[src/hw/rtl/message_deframer_core_macros.svh]
// Assertion macros shared by the deframer RTL.
`ifndef MESSAGE_DEFRAMER_CORE_MACROS_SVH
`define MESSAGE_DEFRAMER_CORE_MACROS_SVH

// Check a condition in the same cycle as its trigger.
`define MDF_ASSERT_NOW(label, clk, rst, ante, cons, msg) \
   label: assert property (@(posedge clk) disable iff (rst) (ante) |-> (cons)) \
      else $error(msg);

// Check a condition in the cycle after its trigger.
`define MDF_ASSERT_NEXT(label, clk, rst, ante, cons, msg) \
   label: assert property (@(posedge clk) disable iff (rst) (ante) |=> (cons)) \
      else $error(msg);

`endif

[src/hw/rtl/mdf_pkg.sv]
// Shared types and constants of the message deframer.
`default_nettype none

package mdf_pkg;

   localparam int unsigned ByteWidth     = 8;
   localparam int unsigned WordWidth     = 32;
   localparam int unsigned TypeWidth     = 16;
   localparam int unsigned CountWidth    = 4;
   localparam int unsigned CsrIndexWidth = 2;

   // Header layout, little-endian fields.
   localparam int unsigned TypeAt   = 4;
   localparam int unsigned LenAt    = 6;
   localparam int unsigned HdrBytes = 10;

   localparam logic [WordWidth-1:0] MagicReset  = '0;
   localparam logic [WordWidth-1:0] MaxLenReset = '1;

   typedef enum logic [1:0] {
      KIND_DATA  = 2'd0,
      KIND_EMPTY = 2'd1,
      KIND_BAD   = 2'd2
   } kind_type;

   typedef enum logic [CsrIndexWidth-1:0] {
      CSR_EXPECTED_MAGIC  = 2'd0,
      CSR_MAX_PAYLOAD_LEN = 2'd1
   } csr_index_type;

   typedef struct packed {
      logic                         valid;
      logic [CsrIndexWidth-1:0]     index;
      logic [WordWidth-1:0]         data;
   } csr_write_type;

   typedef struct packed {
      kind_type                     kind;
      logic [TypeWidth-1:0]         msg_type;
      logic [ByteWidth-1:0]         payload_byte;
      logic                         last;
   } rsp_type;

endpackage

`default_nettype wire

[src/hw/rtl/mdf_in_stage.sv]
// Input register for the request byte stream.
`default_nettype none

module mdf_in_stage (
   input  wire logic                          clock,
   input  wire logic                          reset,
   input  wire logic                          req_valid,
   output      logic                          req_ready,
   input  wire logic [mdf_pkg::ByteWidth-1:0] req_byte,
   input  wire logic                          take,
   output      logic                          hold_valid,
   output      logic [mdf_pkg::ByteWidth-1:0] hold_byte
);

   logic                          valid_ff, valid_in;
   logic [mdf_pkg::ByteWidth-1:0] byte_ff;
   logic                          accept;

   assign req_ready  = !valid_ff || take;
   assign accept     = req_valid && req_ready;
   assign hold_valid = valid_ff;
   assign hold_byte  = byte_ff;

   always_comb begin
      valid_in = valid_ff;
      if (accept) begin
         valid_in = 1'b1;
      end else if (take) begin
         valid_in = 1'b0;
      end
   end

   always_ff @(posedge clock) begin
      if (reset) begin
         valid_ff <= 1'b0;
      end else begin
         valid_ff <= valid_in;
      end
      if (accept) begin
         byte_ff <= req_byte;
      end
   end

endmodule

`default_nettype wire

[src/hw/rtl/mdf_frame_engine.sv]
// Header collection, checks and payload tagging, one byte per cycle unless the output stalls a result.
`default_nettype none

module mdf_frame_engine (
   input  wire logic                          clock,
   input  wire logic                          reset,
   input  wire mdf_pkg::csr_write_type        csr_write,
   input  wire logic                          in_valid,
   input  wire logic [mdf_pkg::ByteWidth-1:0] in_byte,
   input  wire logic                          out_ready,
   output      logic                          take,
   output      logic                          rsp_valid,
   output      mdf_pkg::rsp_type              rsp
);

   typedef enum logic [1:0] {
      PH_HEADER  = 2'd0,
      PH_PAYLOAD = 2'd1,
      PH_STUCK   = 2'd2
   } phase_type;

   localparam logic [mdf_pkg::CountWidth-1:0] CountLast =
      mdf_pkg::CountWidth'(mdf_pkg::HdrBytes - 1);
   localparam logic [mdf_pkg::CountWidth-1:0] CountType =
      mdf_pkg::CountWidth'(mdf_pkg::TypeAt);
   localparam logic [mdf_pkg::CountWidth-1:0] CountLen =
      mdf_pkg::CountWidth'(mdf_pkg::LenAt);

   phase_type                          phase_ff, phase_in;
   logic [mdf_pkg::CountWidth-1:0]     count_ff, count_in;
   logic [mdf_pkg::WordWidth-1:0]      left_ff, left_in;
   logic [mdf_pkg::WordWidth-1:0]      magic_ff, magic_in;
   logic [mdf_pkg::TypeWidth-1:0]      type_ff, type_in;
   logic [mdf_pkg::WordWidth-9:0]      len_lo_ff, len_lo_in;
   logic [mdf_pkg::WordWidth-1:0]      exp_magic_ff, max_len_ff;

   logic [mdf_pkg::WordWidth-1:0]      len_full;
   logic [mdf_pkg::CountWidth-1:0]     off_type, off_len;
   logic                               has_result, bad_hdr, fin;

   assign len_full = {in_byte, len_lo_ff};
   assign bad_hdr  = (magic_ff != exp_magic_ff) || (len_full > max_len_ff);
   assign fin      = (left_ff[mdf_pkg::WordWidth-1:1] == '0);
   assign off_type = count_ff - CountType;
   assign off_len  = count_ff - CountLen;

   always_comb begin
      has_result       = 1'b0;
      rsp.kind         = mdf_pkg::KIND_DATA;
      rsp.msg_type     = type_ff;
      rsp.payload_byte = '0;
      rsp.last         = 1'b1;
      unique case (phase_ff)
         PH_HEADER: begin
            // A good header with a payload ends silently.
            has_result = (count_ff == CountLast) && (bad_hdr || (len_full == '0));
            if (bad_hdr) begin
               rsp.kind = mdf_pkg::KIND_BAD;
            end else begin
               rsp.kind = mdf_pkg::KIND_EMPTY;
            end
         end
         PH_PAYLOAD: begin
            has_result       = 1'b1;
            rsp.payload_byte = in_byte;
            rsp.last         = fin;
         end
         default: begin
            has_result = 1'b0;
         end
      endcase
   end

   // A byte with no result may pass even while the output is blocked.
   assign take      = in_valid && (out_ready || !has_result);
   assign rsp_valid = take && has_result;

   always_comb begin
      phase_in  = phase_ff;
      count_in  = count_ff;
      left_in   = left_ff;
      magic_in  = magic_ff;
      type_in   = type_ff;
      len_lo_in = len_lo_ff;
      if (take) begin
         unique case (phase_ff)
            PH_HEADER: begin
               priority if (count_ff < CountType) begin
                  magic_in[8*count_ff[1:0] +: 8] = in_byte;
               end else if (count_ff < CountLen) begin
                  type_in[8*off_type[0] +: 8] = in_byte;
               end else if (count_ff < CountLast) begin
                  len_lo_in[8*off_len[1:0] +: 8] = in_byte;
               end else begin
                  len_lo_in = len_lo_ff;
               end
               if (count_ff == CountLast) begin
                  count_in = '0;
                  if (bad_hdr) begin
                     phase_in = PH_STUCK;
                  end else if (len_full != '0) begin
                     phase_in = PH_PAYLOAD;
                     left_in  = len_full;
                  end
               end else begin
                  count_in = count_ff + 1'b1;
               end
            end
            PH_PAYLOAD: begin
               if (fin) begin
                  left_in  = '0;
                  phase_in = PH_HEADER;
               end else begin
                  left_in = left_ff - 1'b1;
               end
            end
            default: begin
               phase_in = phase_ff;
            end
         endcase
      end
   end

   always_ff @(posedge clock) begin
      if (reset) begin
         phase_ff     <= PH_HEADER;
         count_ff     <= '0;
         left_ff      <= '0;
         exp_magic_ff <= mdf_pkg::MagicReset;
         max_len_ff   <= mdf_pkg::MaxLenReset;
      end else begin
         phase_ff <= phase_in;
         count_ff <= count_in;
         left_ff  <= left_in;
         if (csr_write.valid) begin
            if (csr_write.index == mdf_pkg::CSR_EXPECTED_MAGIC) begin
               exp_magic_ff <= csr_write.data;
            end else if (csr_write.index == mdf_pkg::CSR_MAX_PAYLOAD_LEN) begin
               max_len_ff <= csr_write.data;
            end
         end
      end
      magic_ff  <= magic_in;
      type_ff   <= type_in;
      len_lo_ff <= len_lo_in;
   end

endmodule

`default_nettype wire

[src/hw/rtl/mdf_out_stage.sv]
// Result register toward the response channel.
`default_nettype none

module mdf_out_stage (
   input  wire logic             clock,
   input  wire logic             reset,
   input  wire logic             in_valid,
   input  wire mdf_pkg::rsp_type in_rsp,
   output      logic             in_ready,
   output      logic             rsp_valid,
   input  wire logic             rsp_ready,
   output      mdf_pkg::rsp_type rsp
);

   logic             valid_ff, valid_in;
   mdf_pkg::rsp_type rsp_ff;

   assign in_ready  = !valid_ff || rsp_ready;
   assign rsp_valid = valid_ff;
   assign rsp       = rsp_ff;

   always_comb begin
      valid_in = valid_ff;
      if (in_valid) begin
         valid_in = 1'b1;
      end else if (rsp_ready) begin
         valid_in = 1'b0;
      end
   end

   always_ff @(posedge clock) begin
      if (reset) begin
         valid_ff <= 1'b0;
      end else begin
         valid_ff <= valid_in;
      end
      if (in_valid) begin
         rsp_ff <= in_rsp;
      end
   end

endmodule

`default_nettype wire

[src/hw/rtl/message_deframer_core.sv]
// Top level of the magic / type / length message deframer.
//
//   channel   direction  handshake              payload
//   req       in         req_valid/req_ready    req_byte_in
//   rsp       out        rsp_valid/rsp_ready    rsp_kind, rsp_msg_type,
//                                               rsp_payload_byte, rsp_last
//   csr       in         csr_valid/csr_ready    csr_index, csr_wdata
//
// One byte per cycle sustained while responses are accepted; a byte is held in
// the input register and its result in the output register.
// The header check is two 32-bit compares, magic and length, in the cycle of the tenth byte.
// Reset is synchronous; it clears the phase, counters and both registers' valid flags.
// A stalled response blocks only bytes that produce a result.
// csr_ready is always high; writes take effect at the next edge.
`default_nettype none
`include "message_deframer_core_macros.svh"

module message_deframer_core (
   input  wire logic                              clock,
   input  wire logic                              reset,
   input  wire logic                              req_valid,
   output      logic                              req_ready,
   input  wire logic [mdf_pkg::ByteWidth-1:0]     req_byte_in,
   output      logic                              rsp_valid,
   input  wire logic                              rsp_ready,
   output      logic [1:0]                        rsp_kind,
   output      logic [mdf_pkg::TypeWidth-1:0]     rsp_msg_type,
   output      logic [mdf_pkg::ByteWidth-1:0]     rsp_payload_byte,
   output      logic                              rsp_last,
   input  wire logic                              csr_valid,
   output      logic                              csr_ready,
   input  wire logic [mdf_pkg::CsrIndexWidth-1:0] csr_index,
   input  wire logic [mdf_pkg::WordWidth-1:0]     csr_wdata
);

   mdf_pkg::csr_write_type        csr_write;
   logic                          hold_valid, take;
   logic [mdf_pkg::ByteWidth-1:0] hold_byte;
   logic                          eng_valid, out_ready;
   mdf_pkg::rsp_type              eng_rsp, out_rsp;

   assign csr_ready       = 1'b1;
   assign csr_write.valid = csr_valid && csr_ready;
   assign csr_write.index = csr_index;
   assign csr_write.data  = csr_wdata;

   mdf_in_stage u_in (
      .clock      (clock),
      .reset      (reset),
      .req_valid  (req_valid),
      .req_ready  (req_ready),
      .req_byte   (req_byte_in),
      .take       (take),
      .hold_valid (hold_valid),
      .hold_byte  (hold_byte)
   );

   mdf_frame_engine u_engine (
      .clock     (clock),
      .reset     (reset),
      .csr_write (csr_write),
      .in_valid  (hold_valid),
      .in_byte   (hold_byte),
      .out_ready (out_ready),
      .take      (take),
      .rsp_valid (eng_valid),
      .rsp       (eng_rsp)
   );

   mdf_out_stage u_out (
      .clock     (clock),
      .reset     (reset),
      .in_valid  (eng_valid),
      .in_rsp    (eng_rsp),
      .in_ready  (out_ready),
      .rsp_valid (rsp_valid),
      .rsp_ready (rsp_ready),
      .rsp       (out_rsp)
   );

   assign rsp_kind         = out_rsp.kind;
   assign rsp_msg_type     = out_rsp.msg_type;
   assign rsp_payload_byte = out_rsp.payload_byte;
   assign rsp_last         = out_rsp.last;

   `MDF_ASSERT_NOW(a_ctrl_last, clock, reset,
      rsp_valid && (rsp_kind != mdf_pkg::KIND_DATA), rsp_last,
      "empty or corrupted response without last")
   `MDF_ASSERT_NOW(a_ctrl_zero, clock, reset,
      rsp_valid && (rsp_kind != mdf_pkg::KIND_DATA), rsp_payload_byte == '0,
      "non-data response carries a payload byte")
   `MDF_ASSERT_NEXT(a_stuck_quiet, clock, reset,
      rsp_valid && rsp_ready && (rsp_kind == mdf_pkg::KIND_BAD), !rsp_valid,
      "response after a corrupted header")
   `MDF_ASSERT_NOW(a_in_free, clock, reset,
      !hold_valid, req_ready,
      "empty input register refuses a request")

endmodule

`default_nettype wire

[config.mk]
export PLATFORM = sky130hd
export DESIGN_NAME = message_deframer_core
export DESIGN_NICKNAME = d
export VERILOG_FILES = /design/src/hw/rtl/mdf_pkg.sv /design/src/hw/rtl/mdf_in_stage.sv /design/src/hw/rtl/mdf_frame_engine.sv /design/src/hw/rtl/mdf_out_stage.sv /design/src/hw/rtl/message_deframer_core.sv
export VERILOG_INCLUDE_DIRS = /design/src /design/src/hw/rtl
export SDC_FILE = /design/constraint.sdc
export NUM_CORES = 1
export LEC_CHECK = 0
export ABC_AREA = 1
export BUFFER_PORTS_ARGS = -buffer_cell sky130_fd_sc_hd__buf_2
export CORE_ASPECT_RATIO = 1.2
export CORE_MARGIN = 2
export CORE_UTILIZATION = 40
export DETAILED_ROUTE_END_ITERATION = 8
export MAX_ROUTING_LAYER = met4
export PLACE_DENSITY = 0.6
export SLEW_MARGIN = 15
export SYNTH_ARGS = -nofsm -noshare
export SYNTH_HDL_FRONTEND = slang
export SYNTH_HIERARCHICAL = 1
export SYNTH_SLANG_ARGS = --single-unit
[constraint.sdc]
create_clock -name clock -period 3.5 [get_ports clock]
set_input_delay 0.175 -clock clock [delete_from_list [all_inputs] [get_ports clock]]
set_output_delay 0.175 -clock clock [all_outputs]
set_load 0.005 [all_outputs]
==> flow_summary_export.csv <==
group,metric,value,unit
placement,place_inst,1584,
sta,rsz0062_at_grt,"no",
final_layout,fillers,2455,
global_routing,grt_pass1_wl,41400,um
yosys,synth_area_leaders,"edfxtp_1 (31%), dfxtp_1 (20%), nor2_1 (11%), nand2_1 (7.2%), ha_1 (5.0%)",
yosys,post_synth_inst_count,1205,
placement,gp_routability_congestion,0.903,
route,vias,8298,
global_routing,grt_usage,20.4,%
yosys,avgSynthCellArea,8.48,um^2
final_layout,drive_gt1_share,12.0,%
route,wl_per_cell,16.0,um
route,routed_via_density,4.97,
pwr,p_leak,0.00552,uW
sta,tns,0,ns
global_routing,grt_max_degree,64,
yosys,synth_edf_count,107,
pwr,powerDensity,458,mW/mm^2
yosys,synthArstFlopShare,0,%
yosys,netlist_area,0.0102,mm^2
clock_tree,cts_buffers,23,
clock_tree,clock_sinks,211,
clock_tree,ctsResizeCount,0,
sta,fin_crit,3.13,ns
worst_setup_path,cp-start-kind,"flop",
clock_tree,root_buffer,"clkbuf_16",
final_layout,final_common_cell,"nor2_1",
floorplanning,coreArea,0.0253,mm^2
sta,period_share,89.3,%
pwr,report.power.total,5580,uW
floorplanning,ioPinCount,77,
clock_tree,clkTransAtPathRegs,0.06,ns
sta,drv_slew,0,
worst_setup_path,critPathArrivalTime,2.95,ns
final_layout,layout.cells.non_filler,1671,
clock_tree,clock_latency,0.51,ns
clock_tree,cts_setup_buffers,0,
floorplanning,rows,64,
pwr,peakVddDrop,235,uV
yosys,ys_seq_area_share,51.8,%
worst_setup_path,cp.required,3.32,ns
final_layout,area.sequential,0.00530,mm^2
clock_tree,cts_buffer_depth,3,
yosys,synth_top_area_share,31.4,%
yosys,synth_cell_types,45,
route,totalWireLength,26700,um
placement,port_buffers,75,
global_routing,antenna_found_initial,0,
sta,setup_viol_count_final,0,
job,max_cap_viol_count,0,
route,drc,0,
sta,fmax,320,MHz
outcome,status,"finished, final reports clean",
final_layout,area_growth,19.3,%
floorplanning,fp.dieW,150,um
final_layout,fin_nets,1412,
yosys,synth.net_count,1293,
clock_tree,h-tree-depth,1,
sta,skew,0.00799,ns
route,postRouteAntennaNets,0,
floorplanning,dieArea,0.0268,mm^2
clock_tree,cts_tree,"done",
yosys,ys.flop_type,"edfxtp_1",
sta,worst_pin_slew,1.05,ns
final_layout,mostFrequentLayoutCells,"nor2_1 (288), nand2_1 (195), inv_1 (127)",
worst_setup_path,crit_fanout,22,
global_routing,grt_pass1_vias,7824,
route,first_pass_iters,4,
final_layout,multi_input_area,0.00421,mm^2
worst_setup_path,crit_type,"reg2out",
floorplanning,initial_core_util,40.4,%
placement,dp_hpwl,19400,um
worst_setup_path,endpoint_kind,"output port",
sta,relSlewSlack,29.8,%
global_routing,grt.overflow.total,0,
floorplanning,die_h,179,um
yosys,synth_warnings,6,
final_layout,diodes,0,
hold_path,hold_class,"in2reg",
yosys,synth_top_area_cell,"edfxtp_1",
route,drt_iter0_markers,586,
yosys,ys_ff_latch,211,
sta,hold_viol_final,0,
[sequential cells by signal (all words and copies together) (netlist names)]
register	cells
u_out/rsp_valid	1
u_in/hold_byte	8
u_engine/magic_ff	32
u_out/rsp	27
u_engine/max_len_ff	32
u_engine/type_ff	16
u_engine/left_ff	32
u_engine/exp_magic_ff	32
u_engine/len_lo_ff	24
u_in/hold_valid	1
u_engine/count_ff	4
u_engine/phase_ff	2
[per-stage QoR]
stage	setup WS, ns	utilization [%]	hold WS [ns]	area, um^2
6_report	0.375	48.2	0.252	12200
5_1_grt	0.129	48.2	0.275	12200
4_1_cts	0.367	48.2	0.247	12200
3_5_place_dp	0.488	43.3	0.368	11000
3_3_place_gp	0.489	43.3	0.367	11000
2_1_floorplan	0.755	-	0.237	10200
[power by group]
group	total (uW)	internal, uW	switching [uW]
logic	464	175	289
registers	2700	2660	42.3
clock network	2410	1440	975
total	5580	4280	1310
[worst max-delay path, cell delays in order (launching register included)]
cell and delay [ns]:
edfxtp_1 0.47, ha_1 0.35, nand2_1 0.07, nand2_1 0.04, nand2_1 0.05, nand2_1 0.04, nand2_1 0.05, nand3_1 0.06
a21oi_1 0.15, nand2_1 0.07, nand2_1 0.13, nand2_2 0.09, nand2_2 0.09, nand3_2 0.09, nand2_4 0.21, nand2_1 0.09
inv_1 0.12, inv_2 0.06, nand2_2 0.08, buf_2 0.12
[final cells by class]
class / instances / area share (%)
clock buffers: 32 / 5.59
clock inverters: 10 / 0.708
inverters: 133 / 4.12
multi-input cells: 814 / 34.6
flip-flops and latches: 211 / 43.4
well taps: 330 / 3.39
repair buffers: 141 / 8.17
[routing by layer]
layer	vias to the layer above	global-route usage [%]	wire length, um	share of wire (%)
met5	-	-	0	0
met4	0	7.63	1000	3.8
met3	54	2.37	1170	4.4
met2	183	34.6	13000	49
met1	3876	24.9	11500	43
li1	4185	-	-	-
[synth_stat cells, types with 2 or more instances]
cell type    n
nor3_2       3
buf_4        4
nand4_1     46
buf_2        7
xnor2_1     35
or2_2        4
nand2_2      4
nor3_1      12
a22oi_1      4
o211ai_1    31
buf_1        5
nor2_4       2
nand3b_1     2
nor2_1     289
nor4_1       2
o21ai_1      2
buf_6        2
o21ai_0     51
nand2_1    195
edfxtp_1   107
inv_1      127
clkbuf_1    29
a21oi_2      2
dfxtp_1    104
o22ai_1      6
a21oi_1     36
nand3_2      2
ha_1        41
inv_2        4
a31oi_1      2
xor2_1      11
nand3_1     21
[worst paths after layout]
check / start / end / slack [ns] / depth (start not counted)
worst min register to register: u_engine/type_ff[8] / u_out/rsp[17] / 0.42 / 0
worst max-delay path: u_engine/len_lo_ff[17] / req_ready / 0.37 / 19
worst max register to register: u_engine/len_lo_ff[17] / u_in/hold_valid / 0.42 / 20
worst min-delay path: csr_valid / u_engine/exp_magic_ff[7] / 0.25 / 4
[logic make-up after synthesis]
kind of cell	after synthesis	synth area share, %
simple gates	586	24.1
xor+xnor	46	3.94
fa+ha+maj	41	5.02
buf+inv	180	7.02
compound gates	140	8.08
flops	211	51.8
other cells	1	0.0367
[timing repair]
item / 4_1_cts / 5_1_grt
hold buffers: 45 / 0
endpoints found under the setup margin: 0 / 0
endpoints found under the hold margin: 72 / 0
Note: power is estimated with default switching activity, not from simulation.
